$ cat config.mk
export PLATFORM = sky130hd
export DESIGN_NAME = odometry_aided_distance_filter_flat
export DESIGN_NICKNAME = d
export VERILOG_FILES = /design/src/rtl/odf_pkg.sv /design/src/rtl/odf_sample_if.sv /design/src/rtl/odf_result_if.sv /design/src/rtl/odf_cfg_if.sv /design/src/rtl/odf_isqrt.sv /design/src/rtl/odometry_aided_distance_filter.sv /design/src/flat_wrapper.sv
export SDC_FILE = /design/constraint.sdc
export NUM_CORES = 2
export LEC_CHECK = 0
export ABC_AREA = 1
export BUFFER_PORTS_ARGS = -buffer_cell sky130_fd_sc_hd__buf_2
export CAP_MARGIN = 25
export CORE_MARGIN = 2
export CORE_UTILIZATION = 50
export CTS_CLUSTER_SIZE = 20
export DETAILED_ROUTE_END_ITERATION = 8
export GPL_ROUTABILITY_DRIVEN = 0
export PLACE_DENSITY = 0.66
export SKIP_LAST_GASP = 1
export SYNTH_ARGS = -nofsm -noshare
export SYNTH_HDL_FRONTEND = slang
export SYNTH_SLANG_ARGS = --single-unit
$ cat constraint.sdc
create_clock -name clk -period 23.8 [get_ports clk]
set_input_delay 1.19 -clock clk [delete_from_list [all_inputs] [get_ports clk]]
set_output_delay 1.19 -clock clk [all_outputs]
set_load 0.005 [all_outputs]
$ cat src/rtl/odf_pkg.sv
`default_nettype none

package odf_pkg;

  // Widths of the words on the channels.
  localparam int DATA_W     = 32;
  localparam int DIST_W     = 31;
  localparam int GAIN_W     = 16;
  localparam int GAIN_FRAC  = 16;

  // Process and measurement variances that set the reset gain p/(p+r).
  localparam int P_VAR      = 100;
  localparam int R_VAR      = 10000;
  localparam int GAIN_RESET_INT =
    ((1 << GAIN_FRAC) * P_VAR + (P_VAR + R_VAR) / 2) / (P_VAR + R_VAR);
  localparam logic [GAIN_W-1:0] GAIN_RESET = GAIN_RESET_INT[GAIN_W-1:0];

  // Square root unit: radicand width, root width, iteration count.
  localparam int SQ_W       = 64;
  localparam int ROOT_W     = 32;
  localparam int SQRT_ITERS = ROOT_W;
  localparam int ITER_W     = $clog2(SQRT_ITERS);

  // Largest travelled distance, the Q16.16 maximum.
  localparam logic [DIST_W-1:0] DIST_MAX = {DIST_W{1'b1}};

  // Shared multiplier operand width and product width.
  localparam int MUL_W      = 34;
  localparam int PROD_W     = 64;

endpackage

`default_nettype wire

$ cat src/rtl/odf_sample_if.sv
`default_nettype none

interface odf_sample_if;
  logic                                 valid;
  logic                                 ready;
  logic        [odf_pkg::DIST_W-1:0]    measured_distance;
  logic signed [odf_pkg::DATA_W-1:0]    pos_x;
  logic signed [odf_pkg::DATA_W-1:0]    pos_y;

  modport source (output valid, output measured_distance, output pos_x, output pos_y,
                  input ready);
  modport sink   (input valid, input measured_distance, input pos_x, input pos_y,
                  output ready);
endinterface

`default_nettype wire

$ cat src/rtl/odf_result_if.sv
`default_nettype none

interface odf_result_if;
  logic                                 valid;
  logic                                 ready;
  logic signed [odf_pkg::DATA_W-1:0]    estimated_distance;

  modport source (output valid, output estimated_distance, input ready);
  modport sink   (input valid, input estimated_distance, output ready);
endinterface

`default_nettype wire

$ cat src/rtl/odf_cfg_if.sv
`default_nettype none

interface odf_cfg_if;
  logic                                 valid;
  logic                                 ready;
  logic        [odf_pkg::GAIN_W-1:0]    blend_gain;

  modport source (output valid, output blend_gain, input ready);
  modport sink   (input valid, input blend_gain, output ready);
endinterface

`default_nettype wire

$ cat src/rtl/odf_isqrt.sv
`default_nettype none

// Digit-by-digit integer square root, one result bit per cycle.
module odf_isqrt (
  input  wire logic                          clk,
  input  wire logic                          rst,
  input  wire logic                          start,
  input  wire logic [odf_pkg::SQ_W-1:0]      value,
  output logic                               done,
  output logic      [odf_pkg::ROOT_W-1:0]    root
);

  logic [odf_pkg::SQ_W-1:0]   rem;
  logic [odf_pkg::SQ_W-1:0]   acc;
  logic [odf_pkg::SQ_W-1:0]   bitv;
  logic [odf_pkg::ITER_W-1:0] cnt;
  logic                       busy;
  logic [odf_pkg::SQ_W-1:0]   trial;

  assign trial = acc + bitv;
  assign root  = acc[odf_pkg::ROOT_W-1:0];

  always_ff @(posedge clk) begin
    if (rst) begin
      busy <= 1'b0;
      done <= 1'b0;
      cnt  <= '0;
    end else begin
      done <= 1'b0;
      if (start) begin
        busy <= 1'b1;
        cnt  <= '0;
        rem  <= value;
        acc  <= '0;
        bitv <= {2'b01, {(odf_pkg::SQ_W-2){1'b0}}};
      end else if (busy) begin
        if (rem >= trial) begin
          rem <= rem - trial;
          acc <= (acc >> 1) + bitv;
        end else begin
          acc <= acc >> 1;
        end
        bitv <= bitv >> 2;
        cnt  <= cnt + 1'b1;
        if (cnt == odf_pkg::ITER_W'(odf_pkg::SQRT_ITERS - 1)) begin
          busy <= 1'b0;
          done <= 1'b1;
        end
      end
    end
  end

endmodule

`default_nettype wire

$ cat src/rtl/odometry_aided_distance_filter.sv
`default_nettype none

// Channel   Role   Word                                           Handshake
// sample    sink   measured_distance, pos_x, pos_y (Q16.16)       valid/ready
// result    source estimated_distance (signed Q16.16)             valid/ready
// cfg       sink   blend_gain (unsigned Q0.16)                    valid/ready
//
// Between acceptance and the loading of its result word, an ordinary item spends
// most of its time in the 32 iterations of the square root unit. A move of half the
// Q16.16 range or more on either axis skips the root and caps the distance.
// A new sample word is taken in the cycle after the result is loaded, even while
// that result waits on a stalled result channel. Reset (synchronous, active high)
// clears the estimate and position and restores the reset gain; the next sample word seeds it.
module odometry_aided_distance_filter (
  input  wire logic     clk,
  input  wire logic     rst,
  odf_sample_if.sink    sample,
  odf_result_if.source  result,
  odf_cfg_if.sink       cfg
);

  typedef enum logic [3:0] {
    S_IDLE,
    S_DIFF,
    S_ABS,
    S_SQX,
    S_SQY,
    S_SUM,
    S_ROOT,
    S_PRED,
    S_ERR,
    S_MULG,
    S_RND,
    S_CORR,
    S_OUT
  } state_t;

  state_t state;

  // Filter state.
  logic signed [odf_pkg::DATA_W-1:0] estimate;
  logic signed [odf_pkg::DATA_W-1:0] last_x;
  logic signed [odf_pkg::DATA_W-1:0] last_y;
  logic                              first_pending;
  logic        [odf_pkg::GAIN_W-1:0] blend_gain;

  // Captured sample word.
  logic        [odf_pkg::DIST_W-1:0] z_r;
  logic signed [odf_pkg::DATA_W-1:0] x_r;
  logic signed [odf_pkg::DATA_W-1:0] y_r;

  // Working registers.
  logic signed [odf_pkg::DATA_W:0]   dx;
  logic signed [odf_pkg::DATA_W:0]   dy;
  logic        [odf_pkg::DATA_W:0]   ax;
  logic        [odf_pkg::DATA_W:0]   ay;
  logic        [odf_pkg::SQ_W-1:0]   sq_acc;
  logic        [odf_pkg::DIST_W-1:0] travel;
  logic signed [odf_pkg::MUL_W-1:0]  err;
  logic signed [odf_pkg::MUL_W-1:0]  corr;
  logic signed [odf_pkg::PROD_W-1:0] prod;

  // Output register.
  logic                              out_valid;
  logic signed [odf_pkg::DATA_W-1:0] out_data;

  // Shared multiplier.
  logic signed [odf_pkg::MUL_W-1:0]   mul_a;
  logic signed [odf_pkg::MUL_W-1:0]   mul_b;
  logic signed [2*odf_pkg::MUL_W-1:0] mul_full;

  // Square root unit.
  logic                              sqrt_start;
  logic        [odf_pkg::SQ_W-1:0]   sqrt_value;
  logic                              sqrt_done;
  logic        [odf_pkg::ROOT_W-1:0] sqrt_root;

  logic                              take_sample;
  logic                              load_out;
  logic signed [odf_pkg::PROD_W-1:0] rnd;
  logic signed [odf_pkg::DATA_W+2:0] pred_sum;
  logic signed [odf_pkg::DATA_W+2:0] corr_sum;

  // Clamp a sum back into the signed Q16.16 range.
  function automatic logic signed [odf_pkg::DATA_W-1:0] sat_data(
    input logic signed [odf_pkg::DATA_W+2:0] v
  );
    logic signed [odf_pkg::DATA_W-1:0] r;
    if (v[odf_pkg::DATA_W+2:odf_pkg::DATA_W-1] == {4{v[odf_pkg::DATA_W+2]}}) begin
      r = v[odf_pkg::DATA_W-1:0];
    end else if (v[odf_pkg::DATA_W+2]) begin
      r = {1'b1, {(odf_pkg::DATA_W-1){1'b0}}};
    end else begin
      r = {1'b0, {(odf_pkg::DATA_W-1){1'b1}}};
    end
    return r;
  endfunction

  assign sample.ready = (state == S_IDLE);
  assign cfg.ready    = 1'b1;
  assign result.valid = out_valid;
  assign result.estimated_distance = out_data;

  assign take_sample = sample.valid && sample.ready;
  assign load_out    = (state == S_OUT) && (!out_valid || result.ready);

  // The squares use the magnitudes; the correction uses gain times error.
  always_comb begin
    case (state)
      S_SQX: begin
        mul_a = $signed({3'b000, ax[odf_pkg::DATA_W-2:0]});
        mul_b = $signed({3'b000, ax[odf_pkg::DATA_W-2:0]});
      end
      S_SQY: begin
        mul_a = $signed({3'b000, ay[odf_pkg::DATA_W-2:0]});
        mul_b = $signed({3'b000, ay[odf_pkg::DATA_W-2:0]});
      end
      default: begin
        mul_a = $signed({{(odf_pkg::MUL_W-odf_pkg::GAIN_W){1'b0}}, blend_gain});
        mul_b = err;
      end
    endcase
  end

  assign mul_full = mul_a * mul_b;

  assign sqrt_start = (state == S_SUM);
  assign sqrt_value = sq_acc + prod;

  // Round to nearest with ties upward, dropping the gain's fraction bits.
  assign rnd = prod + $signed(odf_pkg::PROD_W'(1) << (odf_pkg::GAIN_FRAC - 1));

  assign pred_sum = $signed({{3{estimate[odf_pkg::DATA_W-1]}}, estimate})
                  - $signed({4'b0000, travel});
  assign corr_sum = $signed({{3{estimate[odf_pkg::DATA_W-1]}}, estimate})
                  + $signed({corr[odf_pkg::MUL_W-1], corr});

  odf_isqrt u_isqrt (
    .clk   (clk),
    .rst   (rst),
    .start (sqrt_start),
    .value (sqrt_value),
    .done  (sqrt_done),
    .root  (sqrt_root)
  );

  always_ff @(posedge clk) begin
    if (rst) begin
      state         <= S_IDLE;
      estimate      <= '0;
      last_x        <= '0;
      last_y        <= '0;
      first_pending <= 1'b1;
      blend_gain    <= odf_pkg::GAIN_RESET;
      out_valid     <= 1'b0;
    end else begin
      prod <= mul_full[odf_pkg::PROD_W-1:0];

      if (cfg.valid && cfg.ready) begin
        blend_gain <= cfg.blend_gain;
      end

      // A word loaded in the same cycle keeps the register full.
      if (result.valid && result.ready && !load_out) begin
        out_valid <= 1'b0;
      end

      unique case (state)
        S_IDLE: begin
          if (take_sample) begin
            z_r <= sample.measured_distance;
            x_r <= sample.pos_x;
            y_r <= sample.pos_y;
            // The first word seeds the estimate and the saved position, so
            // it travels nowhere.
            if (first_pending) begin
              first_pending <= 1'b0;
              estimate      <= $signed({1'b0, sample.measured_distance});
              last_x        <= sample.pos_x;
              last_y        <= sample.pos_y;
            end
            state <= S_DIFF;
          end
        end
        S_DIFF: begin
          dx    <= $signed({x_r[odf_pkg::DATA_W-1], x_r})
                 - $signed({last_x[odf_pkg::DATA_W-1], last_x});
          dy    <= $signed({y_r[odf_pkg::DATA_W-1], y_r})
                 - $signed({last_y[odf_pkg::DATA_W-1], last_y});
          state <= S_ABS;
        end
        S_ABS: begin
          ax    <= dx[odf_pkg::DATA_W] ? $unsigned(-dx) : $unsigned(dx);
          ay    <= dy[odf_pkg::DATA_W] ? $unsigned(-dy) : $unsigned(dy);
          state <= S_SQX;
        end
        S_SQX: begin
          // A step of half the range or more saturates the distance outright.
          if (ax[odf_pkg::DATA_W:odf_pkg::DATA_W-1] != 2'b00 ||
              ay[odf_pkg::DATA_W:odf_pkg::DATA_W-1] != 2'b00) begin
            travel <= odf_pkg::DIST_MAX;
            state  <= S_PRED;
          end else begin
            state <= S_SQY;
          end
        end
        S_SQY: begin
          sq_acc <= prod;
          state  <= S_SUM;
        end
        S_SUM: begin
          state <= S_ROOT;
        end
        S_ROOT: begin
          if (sqrt_done) begin
            travel <= sqrt_root[odf_pkg::ROOT_W-1] ? odf_pkg::DIST_MAX
                                                   : sqrt_root[odf_pkg::DIST_W-1:0];
            state  <= S_PRED;
          end
        end
        S_PRED: begin
          estimate <= sat_data(pred_sum);
          state    <= S_ERR;
        end
        S_ERR: begin
          err   <= $signed({3'b000, z_r})
                 - $signed({{2{estimate[odf_pkg::DATA_W-1]}}, estimate});
          state <= S_MULG;
        end
        S_MULG: begin
          state <= S_RND;
        end
        S_RND: begin
          corr  <= rnd[odf_pkg::GAIN_FRAC+odf_pkg::MUL_W-1:odf_pkg::GAIN_FRAC];
          state <= S_CORR;
        end
        S_CORR: begin
          estimate <= sat_data(corr_sum);
          last_x   <= x_r;
          last_y   <= y_r;
          state    <= S_OUT;
        end
        S_OUT: begin
          if (load_out) begin
            out_valid <= 1'b1;
            out_data  <= estimate;
            state     <= S_IDLE;
          end
        end
        default: begin
          state <= S_IDLE;
        end
      endcase
    end
  end

`ifndef NO_ASSERTIONS
  // The root unit reports only while the sequencer waits for it.
  a_root_done_in_wait: assert property (@(posedge clk) disable iff (rst)
    sqrt_done |-> state == S_ROOT)
    else $error("square root finished outside its wait state");

  // Any accepted word leaves the filter seeded.
  a_seeded_after_take: assert property (@(posedge clk) disable iff (rst)
    take_sample |=> state == S_DIFF && !first_pending)
    else $error("sample word accepted without seeding the filter");

  // A loaded result carries the estimate as it stood at loading.
  a_result_matches: assert property (@(posedge clk) disable iff (rst)
    load_out |=> out_valid && out_data == $past(estimate))
    else $error("result word does not hold the estimate");
`endif

endmodule

`default_nettype wire

$ cat src/flat_wrapper.sv
// flat-port wrapper written by rule: the top's interface ports become plain ports
module odometry_aided_distance_filter_flat 
  (clk, rst, sample_valid, sample_measured_distance, sample_pos_x, sample_pos_y, sample_ready, result_valid, result_estimated_distance, result_ready, cfg_valid, cfg_blend_gain, cfg_ready);
  odf_sample_if sample_i ();
  odf_result_if result_i ();
  odf_cfg_if cfg_i ();
  input  wire logic clk;
  input  wire logic rst;
  input wire logic [$bits(sample_i.valid)-1:0] sample_valid;
  input wire logic [$bits(sample_i.measured_distance)-1:0] sample_measured_distance;
  input wire logic [$bits(sample_i.pos_x)-1:0] sample_pos_x;
  input wire logic [$bits(sample_i.pos_y)-1:0] sample_pos_y;
  output wire logic [$bits(sample_i.ready)-1:0] sample_ready;
  output wire logic [$bits(result_i.valid)-1:0] result_valid;
  output wire logic [$bits(result_i.estimated_distance)-1:0] result_estimated_distance;
  input wire logic [$bits(result_i.ready)-1:0] result_ready;
  input wire logic [$bits(cfg_i.valid)-1:0] cfg_valid;
  input wire logic [$bits(cfg_i.blend_gain)-1:0] cfg_blend_gain;
  output wire logic [$bits(cfg_i.ready)-1:0] cfg_ready;
  assign sample_i.valid = sample_valid;
  assign sample_i.measured_distance = sample_measured_distance;
  assign sample_i.pos_x = sample_pos_x;
  assign sample_i.pos_y = sample_pos_y;
  assign sample_ready = sample_i.ready;
  assign result_valid = result_i.valid;
  assign result_estimated_distance = result_i.estimated_distance;
  assign result_i.ready = result_ready;
  assign cfg_i.valid = cfg_valid;
  assign cfg_i.blend_gain = cfg_blend_gain;
  assign cfg_ready = cfg_i.ready;
  odometry_aided_distance_filter u_core (.clk(clk), .rst(rst), .sample(sample_i), .result(result_i), .cfg(cfg_i));
endmodule
Word level (Yosys, flattened, before mapping)
Cells that the tools add are included.
Word-level totals
  register bits: 771
  bits of input ports: 116
  output and inout bits: 35
Operators by class
  add/sub/neg operators: 13
  multiply operators: 1
  magnitude comparators: 1
  equality and inequality tests: 20
  multiplexer cells: 39
  bitwise logic cells: 2
  reduce and logical (&&, ||, !) cells: 32
Operator list (count)
  two-way mux 32 bit: 12
  two-way mux 64 bit: 5
  subtractor 32 x 32 -> 33 bit: 4
  one-hot mux 32 bit (2 select lines): 2
  one-hot mux 31 bit (2 select lines): 2
  one-hot mux 32 bit (3 select lines): 1
  two-way mux 31 bit: 3
  one-hot mux 34 bit (2 select lines): 1
  negator 33 bit: 2
  adder 63 x 63 -> 64 bit: 1
  adder 64 x 63 -> 64 bit: 1
  adder 64 bit: 1
  greater-or-equal comparator 64 bit: 1
  multiplier 32 x 34 -> 64 bit: 1
  subtractor 64 bit: 1
  two-way mux 63 bit: 1
  one-hot mux 4 bit (13 select lines): 1
  adder 50 x 17 -> 50 bit, second input constant: 1
  adder 32 x 34 -> 35 bit: 1
  == test 4 bit, second input constant: 5
  AND reduction 3 bit: 6
  == test 4 x 3 -> 1 bit, second input constant: 4
  AND reduction 2 bit: 7
  two-way mux 4 bit: 3
  other kinds (19): 41

Logic depth before layout (Yosys ltp)
  depth after elaboration: 8
  mapped depth: 40

Cells and area by module
Synthesis repeated with hierarchy kept, for this count alone.
Unflattened totals
  cells, all modules: 12005
  area total of the unflattened synthesis: 93056.7 µm²
Modules (own cells, without submodules)
  odometry_aided_distance_filter: instances 1, cells each 8464, area an instance 72524.6 µm²
  odf_isqrt: instances 1, cells each 3541, area an instance 20532.2 µm²

Least setup slack after synthesis
No wires, ideal clock.
  path kind: register -> register
  from: register u_core.state[2]
  to: register u_core.u_isqrt.rem[0] in the netlist's numbering, enable pin
  library setup time: 0.486 ns
  data arrival time: 9.094 ns
  path slack: 14.220 ns
  cell stages (with the launch flop): 10
  buffers on the path: 1
  cell sequence: dfxtp_1 -> inv_1 -> nor2_2 -> inv_2 -> nor2_1 -> inv_1 -> clkbuf_1 -> a21oi_1 -> inv_1 -> nor2_1
On the way
  cells in the longest elaborated chain, start to end: 3
  elaborated cells on any way between the ends: 4
  classes of those cells: eq/ne (1); reduce/logical (3)
Ends and longest elaborated chain
  start, declared: RTL line odometry_aided_distance_filter.sv:38  | state_t state;
  start signal, assigned: RTL line odometry_aided_distance_filter.sv:149  | state <= S_IDLE;
  start signal, assigned: RTL line odometry_aided_distance_filter.sv:182  | state <= S_DIFF;
  start signal, assigned: RTL line odometry_aided_distance_filter.sv:190  | state <= S_ABS;
  == test 4 x 3 -> 1 bit *: RTL line odometry_aided_distance_filter.sv:127  | assign sqrt_start = (state == S_SUM);
  nonzero test 2 bit (no source line)
  AND reduction 3 bit (no source line) *
  end signal, assigned: RTL line odf_isqrt.sv:33  | rem <= value;
  end signal, assigned: RTL line odf_isqrt.sv:38  | rem <= rem - trial;
  end, declared: RTL line odf_isqrt.sv:13  | logic [odf_pkg::SQ_W-1:0] rem;
Every way passes the cells marked *; elsewhere a longest branch is shown, timed or not.
A chain may end at the register's enable or synchronous reset.

Final worst setup path
  from: register u_core.state[1]
  to: register u_core.prod[56] in the netlist's numbering, data pin
On the way
  cells in the longest elaborated chain, start to end: 3
  elaborated cells on any way between the ends: 5
  classes of those cells: mul (1); eq/ne (2); mux (2)
Ends and longest elaborated chain
  == test 4 x 3 -> 1 bit / == test 4 x 2 -> 1 bit (equally long branches): RTL line odometry_aided_distance_filter.sv:109  | case (state)
  one-hot mux 31 bit (2 select lines) / one-hot mux 34 bit (2 select lines) (equally long branches): RTL line odometry_aided_distance_filter.sv:109
  multiplier 32 x 34 -> 64 bit *: RTL line odometry_aided_distance_filter.sv:125  | assign mul_full = mul_a * mul_b;
  named net u_core.mul_full (one bit): RTL line odometry_aided_distance_filter.sv:70  | logic signed [2*odf_pkg::MUL_W-1:0] mul_full;
  end signal, assigned: RTL line odometry_aided_distance_filter.sv:157  | prod <= mul_full[odf_pkg::PROD_W-1:0];
  end, declared: RTL line odometry_aided_distance_filter.sv:61  | logic signed [odf_pkg::PROD_W-1:0] prod;
The timed path passes the listed nets; every way through them passes the cells marked *.

==> impl_metrics.tcl <==
set metrics [dict create \
    status "finished, final reports clean" \
    drive_above_1_share_pct 5.33 \
    timing.critical_path.from "u_core.state[1]$_SDFFE_PP0P_" \
    overflow 0 \
    synthSimpleGateAreaFrac_pct 18.8 \
    min_period_ns 10.77 \
    tightest_slew_ns 1.15 \
    core_mm2 0.178 \
    seq_area_frac_synth_pct 24.4 \
    vias 78348 \
    rows 155 \
    hp-class "reg -> reg" \
    synth_compound_area_share_pct 11.0 \
    arrival_ns 11.24 \
    fin_skew_ns 0.0440 \
    synthToLayoutAreaGrowth_pct 7.51 \
    fin_nets 12901 \
    synthDistinctLibCells 70 \
    htreeDepth 3 \
    cts_tree "done" \
    grt_pass1_vias 77548 \
    cts_setup_buffers 0 \
    grt_setup_unrepaired "false" \
    path_common_cell "fa_1" \
    post_drt_wl_per_cell_um 22.6 \
    synth_top_area_cell "fa_1" \
    synth_fa_ha_area_share_pct 31.6 \
    cts_resized 0 \
    grt_usage_pct 33.6 \
    critPathTopFamily "adder cells" \
    postSynthCellCount 11047 \
    grt_pass1_wl_um 464000 \
    drt-initial-drc-count 8312 \
    path_class "reg -> reg" \
    synth_edf_count 645 \
    initial_core_util_pct 50.3 \
    min_period_over_period_pct 45.2 \
    ios 151 \
    final.setup.tns_ns 0 \
    cts_hold_buffers 0 \
    yosys_warnings 0 \
    dieHeight_um 428 \
    vias_per_cell 5.76 \
    syn_area_mm2 0.0897 \
    path_buf_inv 8 \
    slowest_delay_ns 0.76 \
    synthTopCellsByCount "inv_1 (2070), nand2_1 (2002), nor2_1 (1406)" \
    hold_violations 0 \
    required_ns 24.27 \
    start_kind "flop" \
    drt-total-wl_um 308000 \
    synth.avg_cell_area_um2 8.12 \
    synth_top_family_by_area "adder cells" \
    postRouteAntennaNets 0 \
    cts.sinks 770 \
    dieArea_mm2 0.183 \
    setup_violations 0 \
    drc 0 \
    grt_max_degree 92 \
    synth_area_leaders "fa_1 (24%), edfxtp_1 (22%), inv_1 (8.7%)" \
    numPortBuffers 149 \
    async_reset_ff_share_pct 0 \
    dr.pass1.iters 9 \
    cts-root-buf "clkbuf_16" \
    r2r-start "u_core.state[1]$_SDFFE_PP0P_" \
    cts.path.max_buffers 3 \
    antenna_found_initial 9 \
    drv.max_cap_violation_count 0 \
    dp_hpwl_um 249000 \
    synth-xor-area-share_pct 4.14 \
    synth.top_cell.area_share_pct 24.0 \
    min-delay-start "u_core.first_pending$_SDFFE_PP1P_" \
    fmax_mhz 92.9 \
    clkTransAtPathRegs_ns 0.07 \
    worstPathMaxFanout 45 \
    crit_slowest_cell "fa_1" \
    clkLatencyLatePin_ns 0.75 \
    cp-end-kind "flop" \
    synth_most_common_cell "inv_1" \
    synthMuxAreaShare_pct 0.0112 \
    ys_ff_latch 770 \
    relSlewSlack_pct 23.5 \
    cts_made_buffers 90 \
    final-max-slew-violation-count 0 \
    synth_ff_type "edfxtp_1" \
    die_w_um 428 \
]
-- final timing paths --
check / end / slack [ns] / depth (start not counted)
worst max register to register: u_core.prod[56]$_DFFE_PN_ / 13.03 / 30
worst min-delay path: u_core.first_pending$_SDFFE_PP1P_ / 0.46 / 2
worst min register to register: u_core.first_pending$_SDFFE_PP1P_ / 0.46 / 2
worst max-delay path: u_core.prod[56]$_DFFE_PN_ / 13.03 / 30
-- cell type report --
type	instances	area [um2]
multi-input combinational	7958	59100
clock inverter	64	726
fill	16461	82000
timing repair buffer	233	1470
clock buffer	106	2360
sequential	770	21900
tap	2355	2950
inverter	2111	7930
antenna	1	2.50
-- routing by layer --
metal | share of wire [%] | GRT usage [%] | vias to the layer above
met2 | 44 | 52.5 | 4387
met3 | 11 | 8.88 | 1004
met4 | 7.4 | 20.1 | 16
li1 | - | - | 35264
met5 | 0.034 | 0 | -
met1 | 38 | 41.8 | 37677
-- worst register-to-register path: cells and delay by family (launching register included) --
family,cells,cell delay (ns)
buffers and inverters,8,2.21
flip-flops,1,0.40
AO/OA/AOI/OAI,3,0.67
adder cells (fa/ha/maj),9,4.97
AND/OR/NAND/NOR,10,2.26
-- logic make-up (layout without fill, tap and decap cells) --
family	Yosys count	in the layout
compound gates	1756	1756
xor+xnor	424	424
fa+ha+maj	1621	1621
buf+inv	2362	2514
flops	770	770
mux	1	1
other cells	2	46
simple gates	4111	4111
-- cell usage in the layout (no fill, tap or decap), types with 79 or more instances in the layout --
cell	instances
buf_4	79
a31oi_1	116
clkbuf_16	91
nand2_1	2001
buf_2	149
inv_1	2067
dfxtp_1	125
edfxtp_1	645
nor2_1	1401
fa_1	1076
nor3_1	81
xnor2_1	173
nand3_1	371
ha_1	545
a21oi_1	683
o21ai_0	560
xor2_1	251
-- metrics by stage --
stage	cells	hold WS (ns)	cell area (um2)	util, %	setup slack [ns]
CTS	13593	0.458	96300	54.0	13.25
detailed placement	13423	0.448	93300	52.3	13.29
finish	13598	0.458	96400	54.1	13.03
floorplan	11090	0.421	89900	-	14.22
global route	13597	0.487	96400	54.1	12.65
global placement	13422	0.441	93200	52.3	13.62
-- sequential cells by signal, indices dropped and copies added, names as in the netlist, 31 cells and up --
register	count
u_core.prod	64
u_core.sq_acc	64
u_core.u_isqrt.acc	64
u_core.u_isqrt.rem	64
u_core.corr	34
u_core.ax	33
u_core.ay	33
u_core.dx	33
u_core.dy	33
u_core.err	33
u_core.estimate	32
u_core.last_x	32
u_core.last_y	32
u_core.result.estimated_distance	32
u_core.u_isqrt.bitv	32
u_core.x_r	32
u_core.y_r	32
u_core.travel	31
u_core.z_r	31
Power is left out: the tool's default activity adds up to more than one toggle a clock period on the data nets, which glitch-free logic cannot reach.
